$ cat config.mk
export PLATFORM = sky130hd
export DESIGN_NAME = world_to_screen_projector
export DESIGN_NICKNAME = d
export VERILOG_FILES = /design/src/rtl/w2s_pkg.sv /design/src/rtl/world_to_screen_projector.sv
export SDC_FILE = /design/constraint.sdc
export NUM_CORES = 2
export LEC_CHECK = 0
export ABC_AREA = 1
export BUFFER_PORTS_ARGS = -buffer_cell sky130_fd_sc_hd__clkbuf_2
export CAP_MARGIN = 25
export CORE_AREA = 5 5 420 422
export CTS_BUF_LIST = sky130_fd_sc_hd__clkbuf_16
export CTS_CLUSTER_SIZE = 20
export DETAILED_ROUTE_END_ITERATION = 10
export DIE_AREA = 0 0 425 427
export GPL_TIMING_DRIVEN = 0
export PLACE_DENSITY = 0.7
export SKIP_CTS_REPAIR_TIMING = 1
export SYNTH_ARGS = -nofsm -noshare
export SYNTH_HDL_FRONTEND = slang
export SYNTH_SLANG_ARGS = --single-unit
$ cat constraint.sdc
create_clock -name clk -period 11.62 [get_ports clk]
set_input_delay 2.324 -clock clk [delete_from_list [all_inputs] [get_ports clk]]
set_output_delay 2.324 -clock clk [all_outputs]
set_load 0.02 [all_outputs]
$ cat src/rtl/w2s_pkg.sv
// Package for the world-to-screen projector: payload structs, opcodes and register indexes.
// No dependencies; used by world_to_screen_projector and its testbench.
`timescale 1ns / 1ps
package w2s_pkg;
	localparam logic OP_LOAD = 1'b0;
	localparam logic OP_PROJECT = 1'b1;

	localparam logic [1:0] REG_LAYOUT = 2'd0;
	localparam logic [1:0] REG_WIDTH = 2'd1;
	localparam logic [1:0] REG_HEIGHT = 2'd2;

	localparam int CFG_W = 15;

	typedef struct packed {
		logic opcode;
		logic [3:0] coef_index;
		logic signed [31:0] coef_value;
		logic signed [31:0] pos_x;
		logic signed [31:0] pos_y;
		logic signed [31:0] pos_z;
	} in_item_t;

	typedef struct packed {
		logic signed [31:0] screen_x;
		logic signed [31:0] screen_y;
		logic visible;
	} out_item_t;
endpackage

$ cat src/rtl/world_to_screen_projector.sv
// World-to-screen projector top level: coefficient store, sequencer, one shared
// 33x32 multiplier and a bit-serial divider. Depends on w2s_pkg.
// Sequence: a load item is stored at the edge that accepts it; a project item computes the
// three rows, then two divisions (set-up, bit-serial loop, write-back), then scales x and y;
// an invisible point presents its result as soon as its w row is known.
// A new item is not accepted until the block is idle and its last result has been taken.
// Reset (arst_n low) clears control state and restores layout 0, 1920 x 1080; the
// coefficient store is not cleared.
`timescale 1ns / 1ps
module world_to_screen_projector #(
	parameter int FRAC_BITS = 16
) (
	input  logic clk,
	input  logic arst_n,
	input  logic in_valid,
	output logic in_stall,
	input  w2s_pkg::in_item_t in_item,
	output logic out_valid,
	input  logic out_stall,
	output w2s_pkg::out_item_t out_item,
	input  logic cfg_we,
	input  logic [1:0] cfg_index,
	input  logic [w2s_pkg::CFG_W-1:0] cfg_data
);
	import w2s_pkg::*;

	localparam logic signed [33:0] W_MIN = 34'((64'd1 << FRAC_BITS) + 64'd5) / 34'd10;
	localparam logic signed [63:0] S_MAX = 64'sd2147483647;
	localparam logic signed [63:0] S_MIN = -64'sd2147483648;
	localparam int DIV_W = 32 + FRAC_BITS;

	// Sequencer states, one-hot.
	typedef enum logic [8:0] {
		ST_IDLE = 9'b0_0000_0001,
		ST_MUL  = 9'b0_0000_0010,
		ST_ACC  = 9'b0_0000_0100,
		ST_ROW  = 9'b0_0000_1000,
		ST_DIV  = 9'b0_0001_0000,
		ST_SCL  = 9'b0_0010_0000,
		ST_SCLW = 9'b0_0100_0000,
		ST_OUT  = 9'b0_1000_0000,
		ST_FIN  = 9'b1_0000_0000
	} state_t;

	state_t state_q;
	logic layout_q;
	logic [CFG_W-1:0] width_q, height_q;
	logic signed [31:0] coef_mem [16];
	logic signed [31:0] px_q, py_q, pz_q;
	logic [1:0] row_q;      // 0 x, 1 y, 2 w
	logic [1:0] col_q;      // column 0..3
	logic signed [63:0] prod_q;
	logic signed [65:0] acc_q;
	logic signed [31:0] cx_q, cy_q, cw_q;
	logic div_sel_q;        // 0 dividing x, 1 dividing y
	logic [5:0] div_cnt_q;
	logic [DIV_W-1:0] quo_q;
	logic [32:0] rem_q;
	logic [DIV_W-1:0] dvd_q;
	logic neg_q;
	logic signed [31:0] nx_q, ny_q;
	logic scl_sel_q;
	out_item_t res_q;
	logic out_valid_q;

	// Coefficient slot from row and column, per layout.
	logic [1:0] mrow;
	logic [3:0] slot;
	logic signed [31:0] coef_rd;
	logic signed [32:0] mul_a;
	logic signed [31:0] mul_b;
	assign mrow = (row_q == 2'd2) ? 2'd3 : row_q;
	assign slot = layout_q ? {mrow, col_q} : {col_q, mrow};
	assign coef_rd = coef_mem[slot];

	// The scaling operand 1 + x/w or 1 - y/w can exceed 32 bits, hence one extra bit.
	always_comb begin
		unique case (col_q)
			2'd0: mul_a = 33'(px_q);
			2'd1: mul_a = 33'(py_q);
			default: mul_a = 33'(pz_q);
		endcase
		mul_b = coef_rd;
		if (state_q == ST_SCL) begin
			mul_a = scl_sel_q ? (33'sd1 <<< FRAC_BITS) - 33'(ny_q) :
				(33'sd1 <<< FRAC_BITS) + 33'(nx_q);
			mul_b = 32'($signed({1'b0, scl_sel_q ? height_q : width_q}));
		end
	end

	// Dot product: the full products are summed, then the sum is floor-shifted and the translation added.
	logic signed [65:0] acc_sh;
	logic signed [65:0] row_sum;
	logic signed [31:0] row_sat;
	assign acc_sh = acc_q >>> FRAC_BITS;
	assign row_sum = acc_sh + 66'(coef_rd);
	assign row_sat = (row_sum > 66'(S_MAX)) ? 32'(S_MAX) :
		(row_sum < 66'(S_MIN)) ? 32'(S_MIN) : row_sum[31:0];

	// Serial restoring divider on magnitudes.
	logic [31:0] w_mag;
	logic [32:0] rem_try;
	logic [DIV_W:0] quo_mag;
	logic signed [DIV_W+1:0] quo_s;
	logic signed [31:0] quo_sat;
	assign w_mag = cw_q;
	assign rem_try = {rem_q[31:0], dvd_q[DIV_W-1]};
	assign quo_mag = {1'b0, quo_q};
	assign quo_s = neg_q ? -$signed({1'b0, quo_mag}) : $signed({1'b0, quo_mag});
	assign quo_sat = (quo_s > (DIV_W+2)'(S_MAX)) ? 32'(S_MAX) :
		(quo_s < (DIV_W+2)'(S_MIN)) ? 32'(S_MIN) : quo_s[31:0];

	logic signed [31:0] num_sel;
	logic [31:0] num_mag;
	assign num_sel = div_sel_q ? cy_q : cx_q;
	assign num_mag = num_sel[31] ? 32'(-num_sel) : num_sel;

	logic signed [63:0] scl_sh;
	logic signed [31:0] scl_sat;
	assign scl_sh = prod_q >>> 1;
	assign scl_sat = (scl_sh > S_MAX) ? 32'(S_MAX) : (scl_sh < S_MIN) ? 32'(S_MIN) : scl_sh[31:0];

	assign in_stall = (state_q != ST_IDLE) || out_valid_q;
	assign out_valid = out_valid_q;
	assign out_item = res_q;

	always_ff @(posedge clk) begin
		if (in_valid && !in_stall && in_item.opcode == OP_LOAD) begin
			coef_mem[in_item.coef_index] <= in_item.coef_value;
		end
	end

	always_ff @(posedge clk or negedge arst_n) begin
		if (!arst_n) begin
			state_q <= ST_IDLE;
			out_valid_q <= 1'b0;
			layout_q <= 1'b0;
			width_q <= CFG_W'(1920);
			height_q <= CFG_W'(1080);
		end else begin
			if (cfg_we) begin
				unique case (cfg_index)
					REG_LAYOUT: layout_q <= cfg_data[0];
					REG_WIDTH: width_q <= cfg_data;
					REG_HEIGHT: height_q <= cfg_data;
					default: ;
				endcase
			end
			if (out_valid_q && !out_stall) out_valid_q <= 1'b0;
			unique case (state_q)
				ST_IDLE: begin
					if (in_valid && !in_stall && in_item.opcode == OP_PROJECT) begin
						px_q <= in_item.pos_x;
						py_q <= in_item.pos_y;
						pz_q <= in_item.pos_z;
						row_q <= 2'd0;
						col_q <= 2'd0;
						acc_q <= '0;
						state_q <= ST_MUL;
					end
				end
				ST_MUL: begin
					prod_q <= 64'(mul_a) * 64'(mul_b);
					state_q <= ST_ACC;
				end
				ST_ACC: begin
					acc_q <= acc_q + 66'(prod_q);
					if (col_q == 2'd2) begin
						col_q <= 2'd3;
						state_q <= ST_ROW;
					end else begin
						col_q <= col_q + 2'd1;
						state_q <= ST_MUL;
					end
				end
				ST_ROW: begin
					unique case (row_q)
						2'd0: cx_q <= row_sat;
						2'd1: cy_q <= row_sat;
						default: cw_q <= row_sat;
					endcase
					acc_q <= '0;
					col_q <= 2'd0;
					if (row_q == 2'd2) begin
						if ($signed({{2{row_sat[31]}}, row_sat}) < W_MIN) begin
							res_q <= '0;
							out_valid_q <= 1'b1;
							state_q <= ST_IDLE;
						end else begin
							div_sel_q <= 1'b0;
							div_cnt_q <= 6'd0;
							state_q <= ST_OUT;
						end
					end else begin
						row_q <= row_q + 2'd1;
						state_q <= ST_MUL;
					end
				end
				ST_OUT: begin
					// Division set-up for the numerator selected by div_sel_q.
					dvd_q <= {num_mag, FRAC_BITS'(0)};
					neg_q <= num_sel[31];
					rem_q <= '0;
					quo_q <= '0;
					div_cnt_q <= 6'd0;
					state_q <= ST_DIV;
				end
				ST_DIV: begin
					dvd_q <= dvd_q << 1;
					if (rem_try >= {1'b0, w_mag}) begin
						rem_q <= rem_try - {1'b0, w_mag};
						quo_q <= {quo_q[DIV_W-2:0], 1'b1};
					end else begin
						rem_q <= rem_try;
						quo_q <= {quo_q[DIV_W-2:0], 1'b0};
					end
					if (div_cnt_q == 6'(DIV_W - 1)) state_q <= ST_SCLW;
					div_cnt_q <= div_cnt_q + 6'd1;
				end
				ST_SCLW: begin
					if (!div_sel_q) begin
						nx_q <= quo_sat;
						div_sel_q <= 1'b1;
						state_q <= ST_OUT;
					end else begin
						ny_q <= quo_sat;
						scl_sel_q <= 1'b0;
						state_q <= ST_SCL;
					end
				end
				ST_SCL: begin
					// First pass scales x; the second takes the x product and scales y.
					prod_q <= 64'(mul_a) * 64'(mul_b);
					scl_sel_q <= 1'b1;
					if (scl_sel_q) begin
						res_q.screen_x <= scl_sat;
						state_q <= ST_FIN;
					end
				end
				ST_FIN: begin
					res_q.screen_y <= scl_sat;
					res_q.visible <= 1'b1;
					out_valid_q <= 1'b1;
					state_q <= ST_IDLE;
				end
				default: state_q <= ST_IDLE;
			endcase
		end
	end

`ifndef SYNTHESIS
	a_state_onehot: assert property (@(posedge clk) disable iff (!arst_n) $onehot(state_q));
	a_out_hold: assert property (@(posedge clk) disable iff (!arst_n)
		out_valid && out_stall |=> out_valid && $stable(out_item));
	a_busy_stalls: assert property (@(posedge clk) disable iff (!arst_n)
		state_q != ST_IDLE |-> in_stall);
	a_result_idle: assert property (@(posedge clk) disable iff (!arst_n)
		out_valid |-> state_q == ST_IDLE);
	a_hidden_zero: assert property (@(posedge clk) disable iff (!arst_n)
		out_valid && !out_item.visible |-> out_item.screen_x == '0 && out_item.screen_y == '0);
`endif
endmodule

## Word level (Yosys, flattened, before mapping)

Memories as Yosys holds them, arrays and structs flattened.
Cells that the tools add are included.

- Memories kept: 1
- Logic and storage cells: 170
- RAM bits: 512
- Flip-flop bits (word level): 633

- Add/sub/neg operators: 10
- Equality and inequality tests: 25
- Reductions and logical operators: 40
- $mul: 1
- $lt $le $gt $ge: 8
- Bitwise gates (word level): 3
- Muxes and demuxes: 55

Memory list:

| memory | words | bits a word | read ports | clocked after memory_dff | wr ports | RTL line | RTL |
|---|---|---|---|---|---|---|---|
| coef_mem | 16 | 32 | 1 | 0 | 1 | world_to_screen_projector.sv:48 | `logic signed [31:0] coef_mem [16];` |

Operator list:

| operator | count |
|---|---|
| 2-to-1 mux 32 bit | 11 |
| case mux 66 bit (3 select lines) | 1 |
| case mux 48 bit (2 select lines) | 2 |
| case mux 33 bit (2 select lines) | 2 |
| 2-to-1 mux 65 bit | 2 |
| case mux 32 bit (2 select lines) | 2 |
| case mux 9 bit (8 select lines) | 1 |
| adder 66 x 64 -> 66 bit | 1 |
| 2-to-1 mux 33 bit | 2 |
| 2-to-1 mux 66 bit | 1 |
| multiplier 33 x 32 -> 64 bit | 1 |
| greater-than comparator 63 x 32 -> 1 bit (second input constant) | 1 |
| < comparator 63 x 32 -> 1 bit (second input constant) | 1 |
| adder 50 x 32 -> 51 bit | 1 |
| greater-than comparator 51 x 32 -> 1 bit (second input constant) | 1 |
| < comparator 51 x 32 -> 1 bit (second input constant) | 1 |
| greater-than comparator 50 x 32 -> 1 bit (second input constant) | 1 |
| < comparator 50 x 32 -> 1 bit (second input constant) | 1 |
| 2-to-1 mux 50 bit | 1 |
| negator 48 -> 50 bit | 1 |
| 2-to-1 mux 9 bit | 4 |
| adder 18 x 32 -> 33 bit (first input constant) | 1 |
| greater-or-equal comparator 33 x 32 -> 1 bit | 1 |
| subtractor 18 x 32 -> 33 bit (first input constant) | 1 |
| 41 further kinds | 100 |

## Depth between registers and ports, before layout

An unclocked memory read counts as a cell.

- Word-level depth: 12
- Depth in mapped cells: 53
- Depth with buffers taken out: 53

## Least setup slack after synthesis

Ideal clock, no wire load.

- Kind: reg2reg
- Start point: register row_q[0]
- End point: register prod_q[62], data pin
- Setup time: 0.264 ns
- Data arrival time: 9.559 ns
- Required time: 11.356 ns
- Path buffers: 4
- Clock period less this slack: 9.823 ns
- Cell stages (with the launch flop): 37
- Path slack: 1.797 ns
- Cell sequence: edfxtp_1 inv_1 ha_1 nor2_1 o21ai_0 clkbuf_1 buf_2 buf_1 nand3_1 nand3_1 o211ai_1 nand2_1 nand2_1 o221ai_1 clkbuf_1 nor2_1 ha_1 fa_1 fa_1 inv_1 fa_1 inv_1 fa_1 fa_1 fa_1 inv_1 fa_1 inv_1 ha_1 a21oi_1 inv_1 a31oi_1 inv_1 a221oi_1 o221ai_1 a221oi_1 xnor2_1

- Longest elaborated chain between the ends: 6

RTL lines:

| what | RTL line | RTL |
|---|---|---|
| from (decl) | world_to_screen_projector.sv:50 | `logic [1:0] row_q;` |
| from (signal assigned) | world_to_screen_projector.sv:195 | `row_q <= row_q + 2'd1;` |
| equality test 2 bit | world_to_screen_projector.sv:72 | `assign mrow = (row_q == 2'd2) ? 2'd3 : row_q;` |
| 2-to-1 mux 2 bit (*) | world_to_screen_projector.sv:72 |  |
| 2-to-1 mux 4 bit (*) | world_to_screen_projector.sv:73 | `assign slot = layout_q ? {mrow, col_q} : {col_q, mrow};` |
| memory read (16 x 32 bit) (*) | -- |  |
| 2-to-1 mux 32 bit (*) | world_to_screen_projector.sv:84 | `if (state_q == ST_SCL) begin` |
| multiplier 33 x 32 -> 64 bit (*) | world_to_screen_projector.sv:163, world_to_screen_projector.sv:233 |  |
| to (signal assigned) | world_to_screen_projector.sv:163 | `prod_q <= 64'(mul_a) * 64'(mul_b);` |
| to (signal assigned) | world_to_screen_projector.sv:233 | `prod_q <= 64'(mul_a) * 64'(mul_b);` |
| to (decl) | world_to_screen_projector.sv:52 | `logic signed [63:0] prod_q;` |

Mark *: on every way between the ends. The rest lies on a longest branch, timed or not.
A chain may end at the register's enable or synchronous reset.

## Final worst setup path

- Start point: register state_q[6]
- End point: register prod_q[50], data pin

- Longest elaborated chain between the ends: 3
- Elaborated cells on any way between the ends: 4
- Classes of those cells: mul (1); eq/ne (1); mux (2)

RTL lines:

| what | RTL line | RTL |
|---|---|---|
| from (decl) | world_to_screen_projector.sv:45 | `state_t state_q;` |
| from (signal assigned) | world_to_screen_projector.sv:135 | `state_q <= ST_IDLE;` |
| from (signal assigned) | world_to_screen_projector.sv:159 | `state_q <= ST_MUL;` |
| from (signal assigned) | world_to_screen_projector.sv:164 | `state_q <= ST_ACC;` |
| equality test 9 x 6 -> 1 bit (*) | world_to_screen_projector.sv:84, world_to_screen_projector.sv:150 |  |
| 2-to-1 mux 33 bit or 2-to-1 mux 32 bit (tied branches) | world_to_screen_projector.sv:84 |  |
| multiplier 33 x 32 -> 64 bit (*) | world_to_screen_projector.sv:163, world_to_screen_projector.sv:233 |  |

Marked as above.

==> summary.txt <==
Outcome
  – Status: finished, final reports clean

Clocking
  – Clk_lat worst skew: 0.83 ns
  – Root Driver: clkbuf_16
  – H-tree depth: 3
  – Clk pin slew, worst setup/hold paths: ~0.060 ns
  – Clock tree buffer depth: 3
  – Clk sinks: roughly 1100
  – CTS tree: done
  – CTS Buf Count: around 120

STA
  – Setup_tns: 0 ns
  – Final hold vios: 0
  – Final setup vio count: 0
  – Fin crit share: between 90% and 100%
  – Min Tclk post-route: between 10 and 15 ns
  – Highest clock rate: between 0.08 and 0.09 GHz
  – Worst-margin pin slew: approximately 1.3 ns
  – Max-slew violations: 0
  – Clock Skews: roughly 0.11 ns
  – Slew HR: about 14%

GRT
  – First-pass GRT wire length: 483000 microns
  – GRT Overall Usage: between 30% and 40%
  – Largest net degree at the start of global routing: 39
  – Overflow after GRT: 0
  – Initial antenna violation count: 22
  – Vias in the first global route: approximately 73000

Setup path
  – Launch point of the worst reg-to-reg path: state_q[6]
  – CP Buf/Inv Count: 11
  – Slowest CP cell: fa_1
  – CP required: ~12 ns
  – Worst path top cell family by delay: adder cells
  – Critical Path Start Type: flip-flop
  – Worst path arrival time: around 12 ns
  – Reg2Reg Setup Slack: between 0.2 and 0.3 ns
  – CP peak stage delay: between 0.5 and 0.6 ns
  – Reg2Reg Depth: 40
  – Max FO, Critical Path: 10
  – CP most frequent cell: fa_1
  – Crit Path Category: flip-flop to flip-flop
  – Worst setup EP type: flip-flop
  – RR Endpoint: prod_q[50]

Logic synthesis
  – Register bit total from synthesis: approximately 1100
  – Area contributors post-synth: edfxtp_1 (35%), fa_1 (24%), nand2_1 (9.0%)
  – Synth top cells by count: nand2_1 (2263), inv_1 (2065), fa_1 (1106), edfxtp_1 (1088), nor2_1 (952)
  – Top-count cell post-synth: nand2_1
  – Avg Cell Area, Syn: a little over 9 sq um
  – Synth cell types: 77
  – Synth async-reset ratio: 3.63%
  – Share of the synthesized area in the top cell type: 34.8%
  – Register area share after synthesis: about 36%
  – Main synth FF type: edfxtp_1
  – Cell count after synthesis: a little over 10000
  – Largest area contributor in the netlist: edfxtp_1
  – Warnings from Yosys: 0
  – EDFF count, synth: about 1100
  – Synthesized cell area: ~0.094 sq mm
  – Mapped Nets: approximately 12000

Floorplanning
  – Starting Density: a little over half
  – Top Ports: about 220
  – Die Span Y: about 430 microns
  – Total core area: roughly 0.17 sq mm
  – # rows: ~150
  – Die ar.: around 0.18 sq mm
  – Die W: 425 microns

Routing
  – Total Routed Length: 334000 microns
  – Detail Route Antenna Nets: 0
  – Total vias in the final route: roughly 75000
  – DRT Pass-1 Iters: 8
  – Remaining DRCs: 0
  – DR iter-0 viols: between 9000 and 10000
  – Wirelength per Cell: around 25 microns
  – Via/cell ratio: about 5.7

Finish
  – Final Cell Area: roughly 0.10 sq mm
  – Final core utilization: a little over 60%
  – Area Growth Syn to Fin: 11.8%
  – Layout Nets: approximately 12000
  – Share of cells above drive strength 1: slightly below 10%

Placement
  – GPL Wtd Cong: around 1.1
  – IO buf count: about 220
  – Area after DPL: 0.0996 sq mm
  – Dpl hpwl: about 270000 microns

Worst hold path
  – Worst hold path cell count: 2
  – Hold path startpoint: dvd_q[23]
  – Hold Path End: dvd_q[24]
  – Worst hold path class: flip-flop to flip-flop

Job
  – # Max-Cap Violations: 0
tightest hold or removal path, stage by stage, from the launching register on:
cell and delay [ns]:
edfxtp_1 0.32, nand2_1 0.04, o21ai_0 0.06
final cells by class:
class	count	area, sq um
Antenna cell	23	57.6
Buffer	348	1830
Clock buffer	116	2900
Clock inverter	92	922
Fill cell	15000	67700
Inverter	2110	8020
Multi-Input combinational cell	6634	51400
Sequential cell	1129	33700
Tap cell	2325	2910
Timing Repair Buffer	375	3200
stage by stage:
stage               setup slack [ns]  hold WS, ns  std cells
floorplan                       1.80        0.445      10200
global placement               -3.08        0.470      12800
detailed placement             -1.90        0.475      12800
CTS                            -1.93        0.490      13100
global route                  -0.101        0.505      13100
finish                         0.259        0.488      13200
cells by family (layout without fill, tap and decap cells):
family,after synthesis,count (layout),synth area share (%)
AND/OR/NAND/NOR,3834,3834,16.6
adder cells (fa/ha/maj),1448,1448,28.1
AO/OA/AOI/OAI,1110,1111,7.05
flip-flops,1129,1129,35.9
buffers and inverters,2459,3041,10.0
XOR/XNOR,224,224,2.12
multiplexers,17,17,0.181
other,0,23,0
layer usage:
layer	up-vias	wire length, microns	track usage [%]
li1	33100	-	-
met1	37100	131000	49.4
met5	-	141	0
met3	862	35000	8.93
met4	12	23100	19.9
met2	3939	145000	54.9
flip-flops by register name (all words and copies together) (netlist names), 48 cells and up:
name / count
out_item: 65
prod_q: 64
quo_q: 48
coef_mem: 512
acc_q: 66
layout by cell type (no fill, tap or decap), types with 19 or more instances in the layout:
master and instances:
clkinv_2 21, a21oi_1 426, clkbuf_2 306, clkbuf_16 116, xor2_1 157, diode_2 23, nand2_1 2247, nor4_1 33
o21ai_1 27, nand3_1 329, fa_1 1103, edfxtp_1 1088, nor2_2 26, clkbuf_1 119, clkinv_1 22, nand4_1 79
clkbuf_4 61, o211ai_1 75, xnor2_1 65, o21a_1 29, buf_12 35, nand2_2 35, buf_4 82, buf_6 21
nor2_4 39, inv_1 2063, clkinvlp_4 32, o21ai_0 306, a31oi_1 55, dfrtp_1 32, nor3_1 60, or2_2 19
a32o_1 64, nor2_1 915, buf_8 24, inv_2 38, buf_2 52, ha_1 340
worst max path at each step:
stage	to	start	slack [ns]	cells past startpoint
2_1_floorplan	prod_q[62]	row_q[0]	1.80	36
3_3_place_gp	prod_q[48]	col_q[0]	-3.08	35
3_5_place_dp	prod_q[62]	row_q[0]	-1.90	36
4_1_cts	prod_q[62]	row_q[0]	-1.93	36
5_1_grt	prod_q[63]	row_q[0]	-0.10	44
6_report	prod_q[50]	state_q[6]	0.26	40
Power is not shown: default switching activity piles up to over one toggle a cycle in this logic, so the estimate is an artifact.
